==> src/rtl/core/cosine_angular_distance_unit_defines.svh <==
// ---------------------------------------------------------------------------
// cosine angular distance unit assertion macros
// shared concurrent assertion forms for the rtl/core modules
// ---------------------------------------------------------------------------
`ifndef COSINE_ANGULAR_DISTANCE_UNIT_DEFINES_SVH
`define COSINE_ANGULAR_DISTANCE_UNIT_DEFINES_SVH

// property checked at every clock edge outside reset
`define CADU_ASSERT(label, prop, msg) \
   label: assert property (@(posedge clock) disable iff (reset) (prop)) else $error(msg);

// condition in one cycle implies a consequence in the next
`define CADU_ASSERT_NEXT(label, cond, nxt, msg) \
   label: assert property (@(posedge clock) disable iff (reset) (cond) |=> (nxt)) else $error(msg);

`endif

==> src/rtl/core/cadu_pkg.sv <==
// ---------------------------------------------------------------------------
// cadu_pkg
// types and constants shared by the cosine angular distance unit
// ---------------------------------------------------------------------------
package cadu_pkg;

   localparam int SAMPLE_W    = 24;
   localparam int PROD_W      = 48;
   localparam int ACC_W       = 64;
   localparam int ANGLE_W     = 17;
   localparam int QUEUE_DEPTH = 2;
   localparam int QPTR_W      = 1;
   localparam int QCNT_W      = 2;

   localparam logic [ACC_W-1:0]   Q30_ONE   = 64'h0000_0000_4000_0000;
   localparam logic [ACC_W-1:0]   TOP_BIT   = 64'h4000_0000_0000_0000;
   localparam logic [ANGLE_W-1:0] ANGLE_ONE = 17'h1_0000;

   typedef struct packed {
      logic signed [SAMPLE_W-1:0] sim_value;
      logic signed [SAMPLE_W-1:0] ref_value;
      logic                       last;
   } req_type;

   typedef struct packed {
      logic [ANGLE_W-1:0] angle_frac;
      logic               zero_length;
   } rsp_type;

   // accumulated sums of one finished vector
   typedef struct packed {
      logic signed [ACC_W-1:0] dot;
      logic [ACC_W-1:0]        sim_norm;
      logic [ACC_W-1:0]        ref_norm;
   } job_type;

   // acos(x) / (pi * sqrt(1 - x)) polynomial, q30
   function automatic logic signed [31:0] poly_coef(input logic [2:0] idx);
      case (idx)
         3'd0:    poly_coef = 32'sd536870905;
         3'd1:    poly_coef = -32'sd73346144;
         3'd2:    poly_coef = 32'sd30411474;
         3'd3:    poly_coef = -32'sd17148706;
         3'd4:    poly_coef = 32'sd10558309;
         3'd5:    poly_coef = -32'sd5840424;
         3'd6:    poly_coef = 32'sd2279721;
         default: poly_coef = -32'sd431498;
      endcase
   endfunction

endpackage

==> src/rtl/core/cadu_queue.sv <==
// ---------------------------------------------------------------------------
// cadu_queue
// short queue of finished vector sums between front and back
// ---------------------------------------------------------------------------
`include "cosine_angular_distance_unit_defines.svh"

module cadu_queue (
   input  logic                        clock,
   input  logic                        reset,
   input  logic                        push_valid,
   input  cadu_pkg::job_type           push_job,
   input  logic                        pop,
   output cadu_pkg::job_type           head_job,
   output logic [cadu_pkg::QCNT_W-1:0] queue_count
);
   import cadu_pkg::*;

   job_type             entry_ff [QUEUE_DEPTH];
   logic [QPTR_W-1:0]   wr_ptr_ff, rd_ptr_ff;
   logic [QCNT_W-1:0]   count_ff, count_in;

   assign head_job    = entry_ff[rd_ptr_ff];
   assign queue_count = count_ff;

   always_comb begin
      count_in = count_ff;
      if (push_valid && !pop) begin
         count_in = count_ff + QCNT_W'(1);
      end else if (pop && !push_valid) begin
         count_in = count_ff - QCNT_W'(1);
      end
   end

   always_ff @(posedge clock) begin
      if (reset) begin
         wr_ptr_ff <= '0;
         rd_ptr_ff <= '0;
         count_ff  <= '0;
      end else begin
         if (push_valid) begin
            wr_ptr_ff <= wr_ptr_ff + QPTR_W'(1);
         end
         if (pop) begin
            rd_ptr_ff <= rd_ptr_ff + QPTR_W'(1);
         end
         count_ff <= count_in;
      end
   end

   always_ff @(posedge clock) begin
      if (push_valid) begin
         entry_ff[wr_ptr_ff] <= push_job;
      end
   end

   `CADU_ASSERT(a_no_overflow, !push_valid || pop || (count_ff != QCNT_W'(QUEUE_DEPTH)), "queue push while full")
   `CADU_ASSERT(a_no_underflow, !pop || (count_ff != '0), "queue pop while empty")
   `CADU_ASSERT_NEXT(a_count_up, push_valid && !pop, count_ff == $past(count_ff) + QCNT_W'(1), "queue count lost a push")

endmodule

==> config.mk <==
export PLATFORM = sky130hd
export DESIGN_NAME = cadu_queue
export DESIGN_NICKNAME = d
export VERILOG_FILES = /design/src/rtl/core/cadu_pkg.sv /design/src/rtl/core/cadu_queue.sv
export VERILOG_INCLUDE_DIRS = /design/src /design/src/rtl/core
export SDC_FILE = /design/constraint.sdc
export NUM_CORES = 1
export LEC_CHECK = 0
export BUFFER_PORTS_ARGS = -buffer_cell sky130_fd_sc_hd__buf_2
export CAP_MARGIN = 15
export CORE_MARGIN = 2
export CORE_UTILIZATION = 52
export CTS_CLUSTER_DIAMETER = 60
export DETAILED_ROUTE_END_ITERATION = 7
export HOLD_SLACK_MARGIN = 0.1
export PLACE_DENSITY = 0.89
export SLEW_MARGIN = 20
export SYNTH_ARGS = -nofsm -noshare
export SYNTH_HDL_FRONTEND = slang
export SYNTH_SLANG_ARGS = --single-unit
==> constraint.sdc <==
create_clock -name clock -period 14.45 [get_ports clock]
set_clock_uncertainty 0.1 [all_clocks]
set_input_delay 1.445 -clock clock [delete_from_list [all_inputs] [get_ports clock]]
set_output_delay 1.445 -clock clock [all_outputs]
set_load 0.005 [all_outputs]
# Word-level counts from Yosys, hierarchy flattened

Memory sizes are Yosys's and may differ from the RTL's. A register that Yosys moved wholly into a read port is not among the register bits.
Cells that the tools add are included.

Reduce and logical (&&, ||, !) cells: 5
Add/subtract/negate cells: 4
Muxes and demuxes: 6

Operators with widths:

| cell                  | number |
|---|---|
| $mux W1               | 4 |
| $mux W2               | 2 |
| $add A1 B1 Y1 const B | 2 |
| $add A2 B1 Y2 const B | 1 |
| $logic_and A1 B1 Y1   | 2 |
| $logic_not A1 Y1      | 2 |
| $reduce_bool A2 Y1    | 1 |
| $sub A2 B1 Y2 const B | 1 |

Register bits after elaboration: 4
Output and inout bits: 194
Logic and storage cells: 19
RAM bits: 384
Memories: 1
Bits of input ports: 196

Memory list:

| memory   | words | bits a word | rd ports | clocked after Yosys merged registers in | write ports | RTL line         | text |
|---|---|---|---|---|---|---|---|
| entry_ff | 2     | 192         | 1        | 1                                       | 1           | cadu_queue.sv:18 | `job_type entry_ff [QUEUE_DEPTH];` |

# Depth between registers and ports, before layout

Depth after elaboration: 4
Depth in mapped cells: 5
Depth with buffers taken out: 5

# Least setup slack after synthesis

OpenSTA, ideal clock, no wires.

Path type: input to register
Start: input port push_valid
End: memory entry_ff[0][0] in the netlist's numbering (enable)
Buffers on the path: 0
Arrival time: 9.727 ns
Required time: 13.580 ns
Setup time: 0.770 ns
Slack: 3.853 ns
Cell stages on the path: 1
Path through: nor2b_1

Word-level cells in the longest chain between the ends: 2

Ends and longest elaborated chain:

| item                          | RTL line         | text |
|---|---|---|
| start: declaration            | cadu_queue.sv:10 | `input logic push_valid,` |
| $mux W1                       | cadu_queue.sv:51 | `if (push_valid) begin` |
| $mux W1 (not written as such) | cadu_queue.sv:52 | `entry_ff[wr_ptr_ff] <= push_job;` |
| end: declaration              | cadu_queue.sv:18 |  |

No other way between the ends.

==> impl_results.md <==
* CTS Buffer Depth at 3
* Pwr/cell area at 143 mW/mm^2
* Skew-Pair Late Insertion Delay at 0.51 ns
* Via count at 7345
* Crit path arrival time at 2.82 ns
* Max-Cap Viols at 0
* Pin count of the biggest net entering global routing at 81
* Flop and latch count out of synthesis at between 300 and 400
* Fillers at 1754
* Share of cells above drive strength 1 at 0.606
* Switching power total at 0.534 mW
* CP Max Fanout at 80
* Setup violations, final at 0
* Fin crit period at 4.36 ns
* Area taken by multi-input logic gates at 0.00226 sq mm
* Final GP Congestion at 0.764
* Multiplexer area fraction after synthesis at 0.153
* Simple-gate area share of the yosys netlist at 0.00239
* WP data required at ~13 ns
* Clk sinks at 389
* Via density at 5.21
* CTS tree: yes
* Cell Area, Synth at 0.0141 sq mm
* Reg2reg path depth at 3
* Synth Area per Inst at 22.9 sq um
* Crit path to: head_job[91]
* DR DRC count at 0
* Final wirelength at between 20000 and 30000 um
* Die H at 169 um
* Synth cell types at 15
* Adder-cell share of the synthesized area at 0.000886
* RSZ-0062 raised after global routing: no
* Sw Ratio at 0.213
* CP Launch Type: flip-flop
* Critical R2R Launch: wr_ptr_ff
* Synth Net Count at around 810
* Max frequency at 229 MHz
* Largest family of logic cells by synthesized area: multiplexers
* # Post-CTS Setup Buffers at 0
* Worst-Margin Slew at 1.07 ns
* # resized after CTS at 0
* P&R area growth vs syn at 24.5%
* Htree depth at 2
* Yosys warning count at 0
* Final Hold Fails at 0
* HPWL after DPL at 18600 um
* Post-Syn Instances at 617
* Worst-path clk slew at 0.06 ns
* Antenna violations before repair at 1
* XOR/XNOR share of the synthesized area at 0.00248
* Final #Nets at 1231
* Die Width at 169 um
* Core ar. at 0.0268 sq mm
* Worst Setup Path Type: reg -> out
* Leak at 6.59 nW
* Compound-Gate Fraction of Synth Area at 0.000709
* R2R Setup Slk at around 12 ns
* Slew Limit Fails at 0
* Critical path capture point type: output port
* CTS Root Buffer Type: clkbuf_16
* Final setup TNS at 0 ns
* Hold slack at 0.405 ns
* Run status: completed
* First-pass GRT wire length at 40400 um
* Design internal power at roughly 2.0 mW
* FF-to-FF End: entry_ff[0][63]
* Effective utilization at floorplan at 0.527
* Register Area at ~0.012 sq mm
* Worst hold path class: reg -> reg
* I/O Pins at 390
* Combinational power share at 0.095
* DR WL/cell at 19.7 um
* Peak supply drop at 0.000136 V
* Hold_sp: queue_count[1]
* # port buffers at 389
* Max-Slew Margin vs Limit at 0.286
* Sequential share of the synthesized area at 0.824
* Vias in the first global route at 7575
* Total GRT Usage at 0.185
* Grt total ovfl at 0
* Detailed Route Iter0 Violations at 520
* Hold buffer count at cts at 0
* Initial DRT Pass Iterations at 4
* Cell Rows at 60
* Sequential power share at 0.534
* Die footprint at 0.0285 sq mm
* Post-DRT Antenna Nets at 0
* Clock buffer count from CTS at 39
* Clock share of power at 0.371
* Final period util at 0.302
through the flow:
step | utilization | power [mW] | instance area (sq um) | setup slack, ns | cells
3_3_place_gp | 0.609 | 1.59 | 16300 | 10.41 | 1332
5_1_grt | 0.656 | 2.59 | 17600 | 9.91 | 1407
3_5_place_dp | 0.609 | 1.60 | 16300 | 10.35 | 1332
4_1_cts | 0.653 | 2.53 | 17500 | 10.04 | 1404
2_1_floorplan | - | 1.50 | 14100 | 3.85 | 617
6_report | 0.656 | 2.51 | 17600 | 10.09 | 1409
per-layer routing:
layer  GRT usage  vias to the layer above  wire length [um]
li1            -                     3317                 -
met1       0.204                     3659              9740
met2       0.335                      297             14800
met3      0.0507                       72              2050
met4      0.0817                        0              1080
met5           0                        -                 0
synthesized netlist by cell type, drive strengths merged:
| master | instances | area [sq um] |
|---|---|---|
| o21ai | 1 | 5.00 |
| xor2 | 2 | 17.5 |
| mux2 | 192 | 2160 |
| nor2 | 4 | 15.0 |
| buf | 21 | 230 |
| a21oi | 1 | 5.00 |
| nor2b | 1 | 6.26 |
| xnor2 | 2 | 17.5 |
| and2 | 1 | 6.26 |
| inv | 1 | 3.75 |
| edfxtp | 384 | 11500 |
| dfxtp | 5 | 100 |
| or3 | 1 | 6.26 |
| ha | 1 | 12.5 |
layout make-up:
| type | count | area share |
|---|---|---|
| Multi-Input combinational cell | 206 | 0.129 |
| Sequential cell | 389 | 0.662 |
| Tap cell | 341 | 0.0243 |
| Timing Repair Buffer | 397 | 0.116 |
| Clock inverter | 28 | 0.0112 |
| Inverter | 1 | 0.000214 |
| Antenna cell | 3 | 0.000427 |
| Clock buffer | 44 | 0.0566 |
state kept, by name (all words and copies together), names as in the netlist, named ones only:
| register | flops |
|---|---|
| queue_count | 2 |
| entry_ff | 384 |
| rd_ptr_ff | 1 |
| wr_ptr_ff | 1 |
cell families (layout without fill, tap and decap cells):
group | count (synthesis) | after routing
xor+xnor | 4 | 4
other cells | 0 | 3
fa+ha+maj | 1 | 1
buf+inv | 22 | 470
flops | 389 | 389
simple gates | 7 | 7
mux | 192 | 192
compound gates | 2 | 2
worst max-delay path, stage by stage (launching register included):
cell	delay [ns]
dfxtp_4	0.76
buf_4	0.90
mux2_2	0.43
buf_2	0.13
layout by cell type, fill, tap and decap left out, drive strengths merged, types with 3 or more instances in the layout:
cell type and instances:
buf 397, edfxtp 384, mux2 192, clkbuf 44
clkinv 21, dfxtp 5, inv 5, nor2 4
diode 3
power by group through the flow:
stage / registers (mW) / logic (mW) / clock network (mW)
2_1_floorplan: 1.37 / 0.132 / 0
3_3_place_gp: 1.36 / 0.230 / 0
3_5_place_dp: 1.36 / 0.238 / 0
4_1_cts: 1.34 / 0.240 / 0.950
5_1_grt: 1.34 / 0.258 / 0.991
6_report: 1.34 / 0.239 / 0.929
worst min path at each step:
stage,end,cells past startpoint
detailed placement,queue_count[1],2
finish,queue_count[1],2
global placement,queue_count[1],2
CTS,queue_count[1],2
global route,queue_count[1],2
floorplan,queue_count[1],2
Power figures use the tool's default switching activity.
